==> src/hw/rtl/hvt_pkg.sv <==
// hvt_pkg: shared types, widths and command codes of the homogeneous vertex transform.
// Depends on nothing; every other file in hw/rtl uses it through scoped names.
`timescale 1ns / 1ps

package hvt_pkg;

	localparam int FRAC_BITS = 16;
	localparam int DIM       = 4;
	localparam int IDX_W     = $clog2(DIM);
	localparam int WORD_W    = 32;
	localparam int PROD_W    = 2 * WORD_W;
	localparam int PAIR_W    = PROD_W + 1;
	localparam int SUM_W     = PROD_W + 2;
	localparam int SHR_W     = SUM_W - FRAC_BITS;
	localparam int HALF      = DIM / 2;

	typedef logic signed [WORD_W-1:0] word_t;
	typedef word_t [DIM-1:0]          vec_t;
	typedef word_t [DIM-1:0][DIM-1:0] mat_t;   // [row][col]
	typedef logic signed [SUM_W-1:0]  sum_t;

	typedef enum logic {
		CMD_WRITE = 1'b0,
		CMD_XFORM = 1'b1
	} cmd_t;

	// full-precision column sums leaving the dot-product pipe
	typedef struct packed {
		logic             valid;
		sum_t [DIM-1:0]   sum;
	} sum_beat_t;

	localparam word_t ONE      = word_t'(64'sd1 <<< FRAC_BITS);
	localparam word_t WORD_MAX = {1'b0, {(WORD_W-1){1'b1}}};
	localparam word_t WORD_MIN = {1'b1, {(WORD_W-1){1'b0}}};

	function automatic mat_t identity_mat();
		mat_t m;
		for (int r = 0; r < DIM; r++) begin
			for (int c = 0; c < DIM; c++) begin
				m[r][c] = (r == c) ? ONE : '0;
			end
		end
		return m;
	endfunction

endpackage

==> src/hw/rtl/hvt_sat.sv <==
// hvt_sat: arithmetic shift by FRAC_BITS, saturation to 32 bits, output register.
// Depends on hvt_pkg.
`timescale 1ns / 1ps

module hvt_sat (
	input  logic               clk,
	input  logic               arst_n,
	input  hvt_pkg::sum_beat_t beat,
	output logic               ready_in,
	output logic               out_valid,
	input  logic               out_stall,
	output hvt_pkg::vec_t      result,
	output logic               overflow
);

	hvt_pkg::vec_t sat_val;
	logic [hvt_pkg::DIM-1:0] sat_hit;
	hvt_pkg::vec_t res_s4;
	logic          ovf_s4;
	logic          valid_s4;

	always_comb begin
		logic [hvt_pkg::SHR_W-1:0]        shr;
		logic [hvt_pkg::SHR_W-hvt_pkg::WORD_W:0] top;
		for (int c = 0; c < hvt_pkg::DIM; c++) begin
			shr = beat.sum[c][hvt_pkg::SUM_W-1:hvt_pkg::FRAC_BITS];
			top = shr[hvt_pkg::SHR_W-1:hvt_pkg::WORD_W-1];
			sat_hit[c] = (top != '0) && (top != '1);
			if (!sat_hit[c]) begin
				sat_val[c] = hvt_pkg::word_t'(shr[hvt_pkg::WORD_W-1:0]);
			end else if (shr[hvt_pkg::SHR_W-1]) begin
				sat_val[c] = hvt_pkg::WORD_MIN;
			end else begin
				sat_val[c] = hvt_pkg::WORD_MAX;
			end
		end
	end

	assign ready_in = !valid_s4 || !out_stall;

	always_ff @(posedge clk or negedge arst_n) begin
		if (!arst_n) begin
			valid_s4 <= 1'b0;
		end else if (ready_in) begin
			valid_s4 <= beat.valid;
		end
	end

	always_ff @(posedge clk) begin
		if (ready_in) begin
			res_s4 <= sat_val;
			ovf_s4 <= |sat_hit;
		end
	end

	assign out_valid = valid_s4;
	assign result    = res_s4;
	assign overflow  = ovf_s4;

endmodule

==> config.mk <==
export PLATFORM = sky130hd
export DESIGN_NAME = hvt_sat
export DESIGN_NICKNAME = d
export VERILOG_FILES = /design/src/hw/rtl/hvt_pkg.sv /design/src/hw/rtl/hvt_sat.sv
export SDC_FILE = /design/constraint.sdc
export NUM_CORES = 1
export LEC_CHECK = 0
export BUFFER_PORTS_ARGS = -buffer_cell sky130_fd_sc_hd__buf_2
export CAP_MARGIN = 30
export CORE_AREA = 5 5 151 153
export DETAILED_ROUTE_END_ITERATION = 16
export DIE_AREA = 0 0 156 158
export HOLD_SLACK_MARGIN = 0.06
export PLACE_DENSITY = 0.52
export SYNTH_ARGS = -nofsm -noshare
export SYNTH_HDL_FRONTEND = slang
export SYNTH_SLANG_ARGS = --single-unit
==> constraint.sdc <==
create_clock -name clk -period 5 [get_ports clk]
set_input_delay 1 -clock clk [delete_from_list [all_inputs] [get_ports clk]]
set_output_delay 1 -clock clk [all_outputs]
set_load 0.05 [all_outputs]
Word level (Yosys, flattened, before mapping):

Cells that the tools add are included.

* muxes and demuxes: 8
* reductions and logical operators: 12
* equality and inequality tests: 4

Operator list (number)
* 32-bit 2-to-1 mux: 8
* 19-bit != test, second input constant: 4
* 19-bit nonzero test: 4
* 1-bit logical AND: 4
* 4-bit OR reduction: 1
* 1-bit logical NOT: 2
* 1-bit logical OR: 1

* bits in registers: 130
* output and inout port bits: 131

Longest topological paths before layout:

Gate-level depths: netlist of run 1.

* depth in word-level cells: 3
* depth in mapped cells: 6
* depth with buffers taken out: 5

Worst setup path after synthesis of run 1:

OpenSTA, ideal clock, no wires.

* path type: input port to output port
* start: input out_stall
* end: output ready_in
* cell stages on the path: 1
* required time: 4000 ps
* slack: -44 ps
* path buffers: 0
* data arrival time: 4044 ps
* cell sequence: nand2_1

* longest elaborated chain between the ends: 2

Ends and longest elaborated chain
* from (decl): line hvt_sat.sv:11 `input logic out_stall,`
* 1-bit logical NOT: line hvt_sat.sv:39 `assign ready_in = !valid_s4 || !out_stall;`
* 1-bit logical OR: line hvt_sat.sv:39
* to (decl): line hvt_sat.sv:9 `output logic ready_in,`

Every way passes these cells.

Worst setup path in the final report of run 1:

Same ends and word-level chain as after synthesis.

==> impl_metrics.prom, run 1 <==
# TYPE chip_impl_metric gauge
chip_impl_metric{name="cpPeakStageDelay",unit="ns"} 0.52
chip_impl_metric{name="critPathMaxFanout",unit=""} 97
chip_impl_metric{name="postRouteWirelength",unit="mm"} 16.5
chip_impl_metric{name="synth_area",unit="sq um"} 5630
chip_impl_metric{name="route.detailed.wl_per_inst",unit="microns"} 17.1
chip_impl_metric{name="final-setup-viol-count",unit=""} 0
chip_impl_metric{name="drt-pass1-iter-count",unit=""} 4
chip_impl_metric{name="post_layout_nets",unit=""} 942
chip_impl_info{name="run_status",value="complete, no violations"} 1
chip_impl_info{name="unrepaired_setup_endpoints_after_global_routing",value="no"} 1
chip_impl_metric{name="crit_required",unit="ns"} 4.00
chip_impl_metric{name="clk-insertion-delay-late",unit="ns"} 0.41
chip_impl_metric{name="placeableCoreArea",unit="sq um"} 21400
chip_impl_metric{name="postCtsHoldBufs",unit=""} 0
chip_impl_metric{name="cts.htree.levels",unit=""} 4
chip_impl_metric{name="via_per_inst",unit=""} 4.49
chip_impl_metric{name="port_buffers",unit=""} 334
chip_impl_metric{name="floorplan.rows",unit=""} 54
chip_impl_metric{name="hold_viol_final",unit=""} 0
chip_impl_metric{name="p_leak",unit="uW"} 0.00379
chip_impl_info{name="cp-endpoint",value="ready_in"} 1
chip_impl_metric{name="syn-instance-count",unit=""} 343
chip_impl_info{name="r2r_start",value="out_valid$_DFFE_PN0P_"} 1
chip_impl_info{name="clock-root-buffer",value="clkbuf_16"} 1
chip_impl_metric{name="synthDistinctLibCells",unit=""} 19
chip_impl_metric{name="final_wtd_congestion",unit=""} 0.919
chip_impl_metric{name="postCtsResizedCells",unit=""} 0
chip_impl_info{name="critical_path_type",value="primary input to output pin"} 1
chip_impl_info{name="critical_path.endpoint_type",value="output pin"} 1
chip_impl_metric{name="drv.max_cap_violation_count",unit=""} 0
chip_impl_metric{name="global_route_overflow",unit=""} 0
chip_impl_metric{name="vias",unit=""} 4347
chip_impl_metric{name="detail_route.drc_violations",unit=""} 0
chip_impl_metric{name="chipHeight",unit="microns"} 158
chip_impl_metric{name="worst-r2r-setup-slack",unit="ns"} 3.00
chip_impl_metric{name="die-width",unit="microns"} 156
chip_impl_info{name="hold_crit_path_type",value="primary input to async pin"} 1
chip_impl_metric{name="timing.critical_path.buf_inv",unit=""} 2
chip_impl_metric{name="postCtsSetupRepairBufs",unit=""} 0
chip_impl_metric{name="antenna_found_initial",unit=""} 1
chip_impl_metric{name="ys.warnings.count",unit=""} 0
chip_impl_metric{name="fmax",unit="MHz"} 317
chip_impl_info{name="worstSetupStartpointType",value="primary input"} 1
chip_impl_metric{name="drtAntennaViolNets",unit=""} 0
chip_impl_metric{name="synth_area_per_cell",unit="sq um"} 16.4
chip_impl_info{name="yosys_top_cell_by_area",value="edfxtp_1"} 1
chip_impl_metric{name="tns",unit="ns"} 0
chip_impl_metric{name="area.growth.synth_to_final",unit="%"} 43.3
chip_impl_metric{name="timing_max_transition_violations_final",unit=""} 0
chip_impl_metric{name="layout-drive-gt1-share",unit="%"} 68.0
chip_impl_info{name="cp_top_family",value="buffers and inverters"} 1
chip_impl_metric{name="power.density_cell_area",unit="nW/um^2"} 377
chip_impl_metric{name="clk_pin_slew",unit="ns"} 0.06
chip_impl_metric{name="fillCellCount",unit=""} 2133
chip_impl_metric{name="grt_first_pass_wirelength",unit="mm"} 24.1
chip_impl_metric{name="clock_path_buffers",unit=""} 2
chip_impl_info{name="yosys-top-cells-area",value="edfxtp_1 (69%), a21o_2 (13%), a21o_1 (5.2%)"} 1
chip_impl_metric{name="synth.top_cell.area_share",unit="%"} 68.8
chip_impl_metric{name="initial_core_util",unit="%"} 26.3
chip_impl_metric{name="grt_usage",unit="%"} 12.5
chip_impl_info{name="crit_path_start",value="out_stall"} 1
chip_impl_info{name="crit-reg2reg-capture",value="result[38]$_DFFE_PP_"} 1
chip_impl_metric{name="cts.sinks",unit=""} 130
chip_impl_metric{name="cts_buffers",unit=""} 17
chip_impl_metric{name="number_of_i_o_pins",unit=""} 399
chip_impl_metric{name="post-route-util",unit="%"} 37.7
chip_impl_metric{name="post_dp_hpwl",unit="mm"} 12.3
chip_impl_metric{name="drt-initial-drc-count",unit=""} 178
chip_impl_metric{name="fin_crit_sh",unit="%"} 63.1
chip_impl_metric{name="critical_path_depth",unit=""} 3
chip_impl_info{name="tritoncts",value="done"} 1
chip_impl_info{name="critical-path-top-cell-by-count",value="buf_2"} 1
chip_impl_info{name="critical_path.cell_chain",value="buf_2, nand2_8, buf_2"} 1
chip_impl_metric{name="fin_crit",unit="ns"} 3.15
chip_impl_metric{name="synth_seq_cells",unit=""} 130
chip_impl_metric{name="max-vdd-ir-drop",unit="mV"} 0.212
chip_impl_metric{name="reg2reg_depth",unit=""} 2
chip_impl_metric{name="worst_slew_pin_slew",unit="ns"} 0.782
chip_impl_metric{name="design.die.area",unit="sq um"} 24600
chip_impl_metric{name="grt_pass1_vias",unit=""} 4521
chip_impl_metric{name="sequential_fraction_of_the_synthesis_area",unit="%"} 69.2
chip_impl_metric{name="cp_data_arrival_time",unit="ns"} 2.15
chip_impl_info{name="critical-path-slowest-cell",value="nand2_8"} 1
chip_impl_metric{name="skew",unit="ns"} 0.00422
chip_impl_metric{name="grt_start_max_net_pins",unit=""} 98
chip_impl_metric{name="syn-num-nets",unit=""} 611
chip_impl_metric{name="worst_slew_margin_rel",unit="%"} 47.9
## worst min-delay path by stage
stage	cells after the start	endpoint	slack (ns)
after global routing	1	out_valid$_DFFE_PN0P_	0.33
after floorplan	0	out_valid$_DFFE_PN0P_	0.70
after CTS	1	out_valid$_DFFE_PN0P_	0.33
final	1	out_valid$_DFFE_PN0P_	0.36
after global placement	1	out_valid$_DFFE_PN0P_	0.77
after detailed placement	1	out_valid$_DFFE_PN0P_	0.78
## layout by cell type, fill, tap and decap left out, drive strengths merged
| master | netlist | routed |
|---|---|---|
| a311oi | 3 | 3 |
| nor4 | 21 | 21 |
| and3 | 3 | 3 |
| dfrtp | 1 | 1 |
| nor2 | 7 | 7 |
| a41o | 1 | 1 |
| diode | 0 | 2 |
| nand2 | 1 | 1 |
| clkinv | 0 | 9 |
| nand2b | 1 | 1 |
| clkbuf | 2 | 17 |
| clkinvlp | 0 | 4 |
| buf | 23 | 340 |
| nand4 | 21 | 21 |
| a31o | 3 | 3 |
| bufinv | 0 | 2 |
| edfxtp | 129 | 129 |
| a21o | 124 | 124 |
## metal layers
layer | vias up | GRT usage [%] | wire length, microns
met5 | - | 0 | 0
met4 | 0 | 5.17 | 334
met3 | 22 | 5.36 | 1760
met2 | 195 | 20.8 | 8270
met1 | 2084 | 14.0 | 6170
li1 | 2046 | - | -
## state kept, by name, indices dropped and copies added (netlist names)
name       cells
result       128
out_valid      1
overflow       1
## area by class of cell
class / instances / area (sq um) / area share [%]
Timing Repair Buffer: 340 / 1740 / 21.5
Tap cell: 280 / 350 / 4.34
Antenna cell: 2 / 5.00 / 0.0620
Sequential cell: 130 / 3900 / 48.3
Multi-Input combinational cell: 185 / 1510 / 18.8
Clock buffer: 17 / 425 / 5.27
Clock inverter: 15 / 144 / 1.78
## power by group
part           leakage [uW]  internal (uW)  switching [uW]
sequential          0.00131           1290            19.0
clock              0.000269            727             467
combinational       0.00222            148             392
## stage by stage
step	total power (uW)	hold WS [ns]	cell area, sq um	worst slack, ns	std cells
floorplan	1700	0.704	5640	1.29	343
global placement	1870	0.775	7470	1.81	934
detailed placement	1880	0.779	7500	1.87	935
CTS	3100	0.332	8070	1.87	967
global route	3170	0.334	8070	1.80	968
finish	3040	0.361	8070	1.85	969
## logic make-up (layout without fill, tap and decap cells)
family                 count (synthesis)  after routing  share of synthesized area, %
other                                  0              2                             0
DFF                                  130            130                          69.2
and+or+nand+nor                       54             54                          6.09
buffers and inverters                 28            372                          4.84
AOI/OAI and AO/OA                    131            131                          19.9
## worst reg2reg max path: stages, from the launching register on
cell,delay (ns)
dfrtp_1,0.43
nand2_8,0.56
buf_4,0.63
## synth_stat cells
cell and instances:
a21o_1 39, a21o_2 85, a311oi_2 3, a31o_2 3, a41o_1 1, and3_1 3
buf_2 2, buf_4 3, buf_6 18, clkbuf_1 2, dfrtp_1 1, dlygate4sd3_1 3
edfxtp_1 129, nand2_1 1, nand2b_1 1, nand4_1 21, nor2_1 7, nor4_1 17
nor4_2 4
(Power assumes the default switching activity.)
==> inputs of run 2 (changes only) <==
--- a/config.mk
+++ b/config.mk
@@ -7,9 +7,9 @@
 export LEC_CHECK = 0
 export BUFFER_PORTS_ARGS = -buffer_cell sky130_fd_sc_hd__buf_2
 export CAP_MARGIN = 30
-export CORE_AREA = 5 5 151 153
+export CORE_AREA = 5 5 154 156
 export DETAILED_ROUTE_END_ITERATION = 16
-export DIE_AREA = 0 0 156 158
+export DIE_AREA = 0 0 159 161
 export HOLD_SLACK_MARGIN = 0.06
 export PLACE_DENSITY = 0.52
 export SYNTH_ARGS = -nofsm -noshare
==> constraint.sdc (replaced) <==
create_clock -name clk -period 2.68 [get_ports clk]
set_input_delay 0.536 -clock clk [delete_from_list [all_inputs] [get_ports clk]]
set_output_delay 0.536 -clock clk [all_outputs]
set_load 0.05 [all_outputs]
==> run 2 against run 1 <==
Net effect:
- worst setup slack got worse by 1.0 ns
- clock power increased by 120%
- global-route usage about the same
- critical path depth decreased by 1
- register-to-register slack got worse by 1.7 ns
- combinational power increased by 89%
- highest routed layer unchanged
- largest cell class unchanged
- largest power group is now clock
- clock skew increased by 0.0038 ns
- wire length increased by 0.83%
==> impl_metrics.prom, run 2 (synthesis gave the netlist of run 1 again) <==
# TYPE chip_impl_metric gauge
chip_impl_info{name="run_status",value="complete, no violations"} 1
chip_impl_metric{name="drv.max_cap_violation_count",unit=""} 0
chip_impl_metric{name="grt_pass1_vias",unit=""} 4566
chip_impl_metric{name="chipHeight",unit="microns"} 161
chip_impl_metric{name="timing_max_transition_violations_final",unit=""} 0
chip_impl_metric{name="reg2reg_depth",unit=""} 2
chip_impl_metric{name="worst_slew_margin_rel",unit="%"} 55.5
chip_impl_metric{name="pwr-share-seq",unit="%"} 40.5
chip_impl_metric{name="drtAntennaViolNets",unit=""} 0
chip_impl_metric{name="clock_path_buffers",unit=""} 2
chip_impl_metric{name="hold_viol_final",unit=""} 0
chip_impl_info{name="hp-start",value="beat[264]"} 1
chip_impl_metric{name="fillCellCount",unit=""} 2221
chip_impl_metric{name="worst_slew_pin_slew",unit="ns"} 0.668
chip_impl_metric{name="cts.htree.levels",unit=""} 4
chip_impl_metric{name="skew",unit="ns"} 0.00806
chip_impl_metric{name="worst_hold_slack",unit="ns"} 0.324
chip_impl_metric{name="worst-r2r-setup-slack",unit="ns"} 1.30
chip_impl_metric{name="fin_crit_sh",unit="%"} 70.0
chip_impl_metric{name="cts_buffers",unit=""} 17
chip_impl_metric{name="post-route-util",unit="%"} 37.1
chip_impl_metric{name="cts.sinks",unit=""} 130
chip_impl_info{name="clock-root-buffer",value="clkbuf_16"} 1
chip_impl_metric{name="insertedDiodeCount",unit=""} 0
chip_impl_info{name="most_common_library_cell_in_the_layout_ignoring_fill_and_taps",value="buf_2"} 1
chip_impl_metric{name="clk-insertion-delay-late",unit="ns"} 0.41
chip_impl_metric{name="fmax",unit="MHz"} 533
chip_impl_metric{name="dpl-instance-area",unit="sq um"} 7610
chip_impl_metric{name="grt_start_max_net_pins",unit=""} 72
chip_impl_info{name="r2r_start",value="out_valid$_DFFE_PN0P_"} 1
chip_impl_metric{name="die-width",unit="microns"} 159
chip_impl_metric{name="placeableCoreArea",unit="sq um"} 22200
chip_impl_info{name="hold_end",value="out_valid$_DFFE_PN0P_"} 1
chip_impl_metric{name="switching_share",unit="%"} 27.8
chip_impl_metric{name="detail_route.drc_violations",unit=""} 0
chip_impl_info{name="worstSetupStartpointType",value="flip-flop"} 1
chip_impl_metric{name="max_reg_flops",unit=""} 128
chip_impl_info{name="critical_path.endpoint_type",value="output pin"} 1
chip_impl_info{name="unrepaired_setup_endpoints_after_global_routing",value="no"} 1
chip_impl_metric{name="design.die.area",unit="sq um"} 25600
chip_impl_metric{name="postRouteWirelength",unit="mm"} 16.7
chip_impl_metric{name="final_wtd_congestion",unit=""} 0.796
chip_impl_metric{name="drt-initial-drc-count",unit=""} 190
chip_impl_metric{name="post-layout-total-power",unit="uW"} 6020
chip_impl_info{name="hold_crit_path_type",value="primary input to flip-flop"} 1
chip_impl_metric{name="layout-drive-gt1-share",unit="%"} 68.3
chip_impl_metric{name="antenna_found_initial",unit=""} 0
chip_impl_metric{name="floorplan.rows",unit=""} 55
chip_impl_metric{name="fin_crit",unit="ns"} 1.88
chip_impl_metric{name="via_per_inst",unit=""} 4.37
chip_impl_metric{name="power.density_cell_area",unit="nW/um^2"} 729
chip_impl_metric{name="max-vdd-ir-drop",unit="mV"} 0.384
chip_impl_metric{name="critPathMaxFanout",unit=""} 14
chip_impl_metric{name="clk_pin_slew",unit="ns"} 0.05
chip_impl_metric{name="combPwrFrac",unit="%"} 17.0
chip_impl_info{name="crit-reg2reg-capture",value="result[38]$_DFFE_PP_"} 1
chip_impl_metric{name="grt_first_pass_wirelength",unit="mm"} 25.1
chip_impl_metric{name="tns",unit="ns"} 0
chip_impl_metric{name="post_layout_nets",unit=""} 953
chip_impl_metric{name="grt_usage",unit="%"} 12.4
chip_impl_info{name="tritoncts",value="done"} 1
chip_impl_info{name="most-common-layout-cells",value="buf_2 (334), edfxtp_1 (129), a21o_2 (85)"} 1
chip_impl_metric{name="pwr-share-clk",unit="%"} 42.5
chip_impl_metric{name="area.growth.synth_to_final",unit="%"} 46.6
chip_impl_metric{name="cell_internal_pwr",unit="uW"} 4340
chip_impl_metric{name="vias",unit=""} 4300
chip_impl_metric{name="postCtsSetupRepairBufs",unit=""} 0
chip_impl_metric{name="number_of_i_o_pins",unit=""} 399
chip_impl_metric{name="port_buffers",unit=""} 334
chip_impl_metric{name="final-setup-viol-count",unit=""} 0
chip_impl_metric{name="cp_data_arrival_time",unit="ns"} 1.34
chip_impl_metric{name="p_leak",unit="uW"} 0.00390
chip_impl_metric{name="crit_required",unit="ns"} 2.14
chip_impl_metric{name="initial_core_util",unit="%"} 25.3
chip_impl_metric{name="post_dp_hpwl",unit="mm"} 12.5
chip_impl_info{name="critical_path_type",value="flip-flop to output pin"} 1
chip_impl_metric{name="total_switching_power",unit="uW"} 1680
chip_impl_metric{name="fin_area",unit="sq um"} 8260
chip_impl_metric{name="min_delay_path_depth",unit=""} 2
chip_impl_metric{name="route.detailed.wl_per_inst",unit="microns"} 17.0
chip_impl_metric{name="drt-pass1-iter-count",unit=""} 4
chip_impl_metric{name="global_route_overflow",unit=""} 0
==> run 2: changes by cell type in the layout (fill, tap and decap cells not counted), sizes merged <==
| cell | change |
|---|---|
| buf | +10 |
| bufinv | +3 |
| clkinvlp | -3 |
| clkinv | -2 |
| diode | -2 |
| clkbuf | +1 |
| dlygate4sd3 | +1 |
| inv | +1 |
==> run 2: worst max path at each step <==
stage | start | end | slack, ns
finish | out_valid$_DFFE_PN0P_ | ready_in | 0.80
global route | beat[131] | result[34]$_DFFE_PP_ | 0.67
CTS | out_valid$_DFFE_PN0P_ | ready_in | 0.76
detailed placement | beat[119] | result[34]$_DFFE_PP_ | 0.40
global placement | beat[263] | result[121]$_DFFE_PP_ | 0.21
floorplan | out_valid$_DFFE_PN0P_ | ready_in | 0.49
==> run 2: critical path, stage by stage, from the launching register on <==
cell	delay, ns
dfrtp_1	0.43
nand2_8	0.19
buf_2	0.30
==> run 2: per-stage QoR <==
step | setup slack, ns | std cells
2_1_floorplan | 0.486 | 343
3_3_place_gp | 0.207 | 949
3_5_place_dp | 0.399 | 950
4_1_cts | 0.759 | 983
5_1_grt | 0.666 | 983
6_report | 0.804 | 983
==> run 2: final cells by class <==
cell class              instances  area (sq um)  share of cell area, %
clock inverters                14           211                   2.56
flip-flops and latches        130          3900                   47.2
clock buffers                  18           429                   5.20
multi-input cells             185          1510                   18.3
well taps                     285           357                   4.32
repair buffers                351          1850                   22.4
==> run 2: power groups by stage <==
| stage | clock, uW | sequential (uW) | combinational [uW] |
|---|---|---|---|
| floorplan | 0 | 2990 | 173 |
| global placement | 0 | 2480 | 1030 |
| detailed placement | 0 | 2480 | 1030 |
| CTS | 2630 | 2440 | 1030 |
| global route | 2750 | 2450 | 1070 |
| finish | 2560 | 2440 | 1020 |
==> run 2: what timing repair did <==
action / CTS / global route
gates resized for setup: 0 / 0
hold buffers: 1 / 0
endpoints found under the hold margin: 1 / 0
==> run 2: layer usage <==
layer / share of wire (%) / global-route usage (%)
met1: 40 / 14.1
met2: 49 / 20.3
met3: 9.5 / 6.07
met4: 1.9 / 4.69
met5: 0 / 0
==> inputs of run 3 (changes only) <==
==> constraint.sdc (replaced) <==
create_clock -name clk -period 1.5 [get_ports clk]
set_input_delay 0.3 -clock clk [delete_from_list [all_inputs] [get_ports clk]]
set_output_delay 0.3 -clock clk [all_outputs]
set_load 0.05 [all_outputs]
==> run 3 against run 2 <==
Net effect:
- non-clock buffer count increased by 27
- wire length increased by 7.5%
- clock-buffer cell count decreased by 1
- global-route usage increased by 0.76 points
- sequential share of layout area decreased by 3.2 points
- clock power increased by 60%
- critical path depth increased by 6
- largest power group is now sequential cells
==> impl_metrics.prom, run 3 (synthesis gave the netlist of run 1 again) <==
# TYPE chip_impl_metric gauge
chip_impl_metric{name="cpPeakStageDelay",unit="ns"} 0.28
chip_impl_info{name="hp-start",value="beat[23]"} 1
chip_impl_metric{name="postRouteWirelength",unit="mm"} 17.9
chip_impl_metric{name="drt-initial-drc-count",unit=""} 174
chip_impl_metric{name="die-width",unit="microns"} 159
chip_impl_metric{name="hold_viol_final",unit=""} 0
chip_impl_metric{name="fin_crit_sh",unit="%"} 97.4
chip_impl_metric{name="cts.htree.levels",unit=""} 4
chip_impl_metric{name="grtUsageMet2",unit="%"} 22.2
chip_impl_metric{name="post-route-util",unit="%"} 39.9
chip_impl_metric{name="cts.sinks",unit=""} 130
chip_impl_metric{name="drtAntennaViolNets",unit=""} 0
chip_impl_metric{name="antenna_found_initial",unit=""} 1
chip_impl_metric{name="power.density_cell_area",unit="nW/um^2"} 1180
chip_impl_metric{name="grt_pass1_vias",unit=""} 4904
chip_impl_metric{name="timing_max_transition_violations_final",unit=""} 0
chip_impl_metric{name="route.detailed.wl_per_inst",unit="microns"} 17.7
chip_impl_info{name="r2r_start",value="out_valid$_DFFE_PN0P_"} 1
chip_impl_metric{name="skew",unit="ns"} 0.00677
chip_impl_metric{name="max-vdd-ir-drop",unit="mV"} 0.664
chip_impl_metric{name="final_wtd_congestion",unit=""} 0.843
chip_impl_metric{name="grt_first_pass_wirelength",unit="mm"} 27.1
chip_impl_metric{name="fin_crit",unit="ns"} 1.46
chip_impl_metric{name="detail_route.drc_violations",unit=""} 0
chip_impl_metric{name="combPwrFrac",unit="%"} 19.0
chip_impl_metric{name="pwr-share-clk",unit="%"} 39.2
chip_impl_info{name="most_common_library_cell_in_the_layout_ignoring_fill_and_taps",value="buf_2"} 1
chip_impl_metric{name="final-setup-viol-count",unit=""} 0
chip_impl_metric{name="insertedDiodeCount",unit=""} 0
chip_impl_metric{name="chipHeight",unit="microns"} 161
chip_impl_metric{name="placeableCoreArea",unit="sq um"} 22200
chip_impl_metric{name="grt_start_max_net_pins",unit=""} 37
chip_impl_metric{name="area.growth.synth_to_final",unit="%"} 57.4
chip_impl_info{name="critical_path_type",value="primary input to flip-flop"} 1
chip_impl_metric{name="post-layout-total-power",unit="uW"} 10500
chip_impl_metric{name="clk_pin_slew",unit="ns"} 0.06
chip_impl_info{name="most-common-layout-cells",value="buf_2 (324), edfxtp_1 (129), a21o_2 (78)"} 1
chip_impl_metric{name="cell_internal_pwr",unit="uW"} 7370
chip_impl_metric{name="cp_data_arrival_time",unit="ns"} 1.61
chip_impl_metric{name="drv.max_cap_violation_count",unit=""} 0
chip_impl_metric{name="clk-insertion-delay-late",unit="ns"} 0.41
chip_impl_info{name="worstSetupStartpointType",value="primary input"} 1
chip_impl_metric{name="crit_required",unit="ns"} 1.65
chip_impl_metric{name="layout-drive-gt1-share",unit="%"} 71.7
chip_impl_metric{name="initial_core_util",unit="%"} 25.3
chip_impl_metric{name="globalRouteMet1Util",unit="%"} 15.2
chip_impl_metric{name="p_leak",unit="uW"} 0.00409
chip_impl_info{name="critical_path.endpoint_type",value="flip-flop"} 1
chip_impl_metric{name="max_reg_flops",unit=""} 128
chip_impl_info{name="hold_crit_path_type",value="primary input to flip-flop"} 1
chip_impl_info{name="tritoncts",value="done"} 1
chip_impl_metric{name="post_dp_hpwl",unit="mm"} 13.7
chip_impl_info{name="unrepaired_setup_endpoints_after_global_routing",value="yes"} 1
chip_impl_metric{name="design.die.area",unit="sq um"} 25600
chip_impl_metric{name="pwr-share-seq",unit="%"} 41.7
chip_impl_info{name="clock-root-buffer",value="clkbuf_16"} 1
chip_impl_metric{name="tns",unit="ns"} 0
chip_impl_metric{name="post_layout_nets",unit=""} 980
chip_impl_metric{name="drt-pass1-iter-count",unit=""} 4
chip_impl_info{name="critical-path-slowest-cell",value="nor4_4"} 1
chip_impl_info{name="cp_top_family",value="simple AND/OR/NAND/NOR gates"} 1
chip_impl_info{name="crit_path_start",value="beat[123]"} 1
chip_impl_metric{name="timing.critical_path.buf_inv",unit=""} 3
chip_impl_metric{name="worst_slew_margin_rel",unit="%"} 58.3
chip_impl_metric{name="fmax",unit="MHz"} 684
chip_impl_metric{name="total_switching_power",unit="uW"} 3090
chip_impl_metric{name="grt_use_met3",unit="%"} 5.74
chip_impl_metric{name="vias",unit=""} 4469
chip_impl_metric{name="port_buffers",unit=""} 334
chip_impl_info{name="grt_busiest_layer",value="met2"} 1
chip_impl_metric{name="floorplan.rows",unit=""} 55
chip_impl_metric{name="worst_slew_pin_slew",unit="ns"} 0.625
chip_impl_info{name="run_status",value="complete, no violations"} 1
chip_impl_info{name="critical-path-top-cell-by-count",value="buf_4"} 1
chip_impl_info{name="critical_path.cell_chain",value="buf_2, nor4_4, nand4_1, nor4_2, buf_4, a311oi_4, buf_4, a21o_2"} 1
chip_impl_metric{name="setup_ws",unit="ns"} 0.0390
chip_impl_metric{name="cts_buffers",unit=""} 17
chip_impl_metric{name="number_of_i_o_pins",unit=""} 399
chip_impl_metric{name="clock_path_buffers",unit=""} 2
chip_impl_metric{name="switching_share",unit="%"} 29.6
chip_impl_metric{name="global_route_overflow",unit=""} 0
chip_impl_metric{name="via_per_inst",unit=""} 4.42
chip_impl_metric{name="critPathMaxFanout",unit=""} 11
chip_impl_metric{name="grt_usage",unit="%"} 13.2
chip_impl_metric{name="worst_hold_slack",unit="ns"} 0.164
chip_impl_metric{name="dp_slack",unit="ns"} -0.478
run 3: cell types whose count changed in the layout (fill, tap and decap cells not counted), moves of 8 or more:
cell,previous run,this run
buf_12,3,11
buf_2,334,324
buf_4,12,27
buf_6,0,11
nor4_1,17,2
nor4_4,0,12
run 3: path summary, 6_finish.rpt:
kind                                          to  slack [ns]  cells past startpoint
max                         result[51]$_DFFE_PP_        0.04                      8
min                          result[7]$_DFFE_PP_        0.16                      2
max reg2reg                 result[47]$_DFFE_PP_        0.17                      3
min reg2reg                out_valid$_DFFE_PN0P_        0.98                      4
max in group asynchronous  out_valid$_DFFE_PN0P_        1.21                      2
min in group asynchronous  out_valid$_DFFE_PN0P_        0.20                      2
run 3: cell type report:
type | instances | area, sq um
sequential | 130 | 3900
clock inverter | 15 | 159
multi-input combinational | 185 | 1770
timing repair buffer | 378 | 2260
tap | 285 | 357
fill | 2158 | 13400
clock buffer | 17 | 425
run 3: through the flow:
step           cell area, sq um  instances
2_1_floorplan              5800        343
3_3_place_gp               8000        971
3_5_place_dp               8030        972
4_1_cts                    8670       1008
5_1_grt                    8870       1010
6_report                   8870       1010
run 3: what timing repair did:
item                                   in CTS  in global routing
gates resized for setup                     5                 33
setup buffers                               2                  1
endpoints found under the hold margin       2                  0
cloned                                      0                  1
hold buffers                                2                  0
setup endpoints to repair                  15                 82
pin swaps                                   1                  0
run 3: worst register-to-register path, stage by stage, from the launching register on:
cell     delay [ns]
dfrtp_2        0.44
nand2_8        0.10
buf_4          0.21
buf_12         0.24
run 3: per-layer routing:
layer	share of wire [%]	vias to the layer above
met5	0.11	-
met2	49	220
met1	40	2105
met4	1.7	2
li1	-	2121
met3	9.2	21
run 3: power by group through the flow:
stage	logic [uW]	registers (uW)	clock network, uW
2_1_floorplan	323	5330	0
3_3_place_gp	1910	4440	0
3_5_place_dp	1940	4440	0
4_1_cts	1960	4370	4240
5_1_grt	2090	4390	4420
6_report	1990	4360	4100
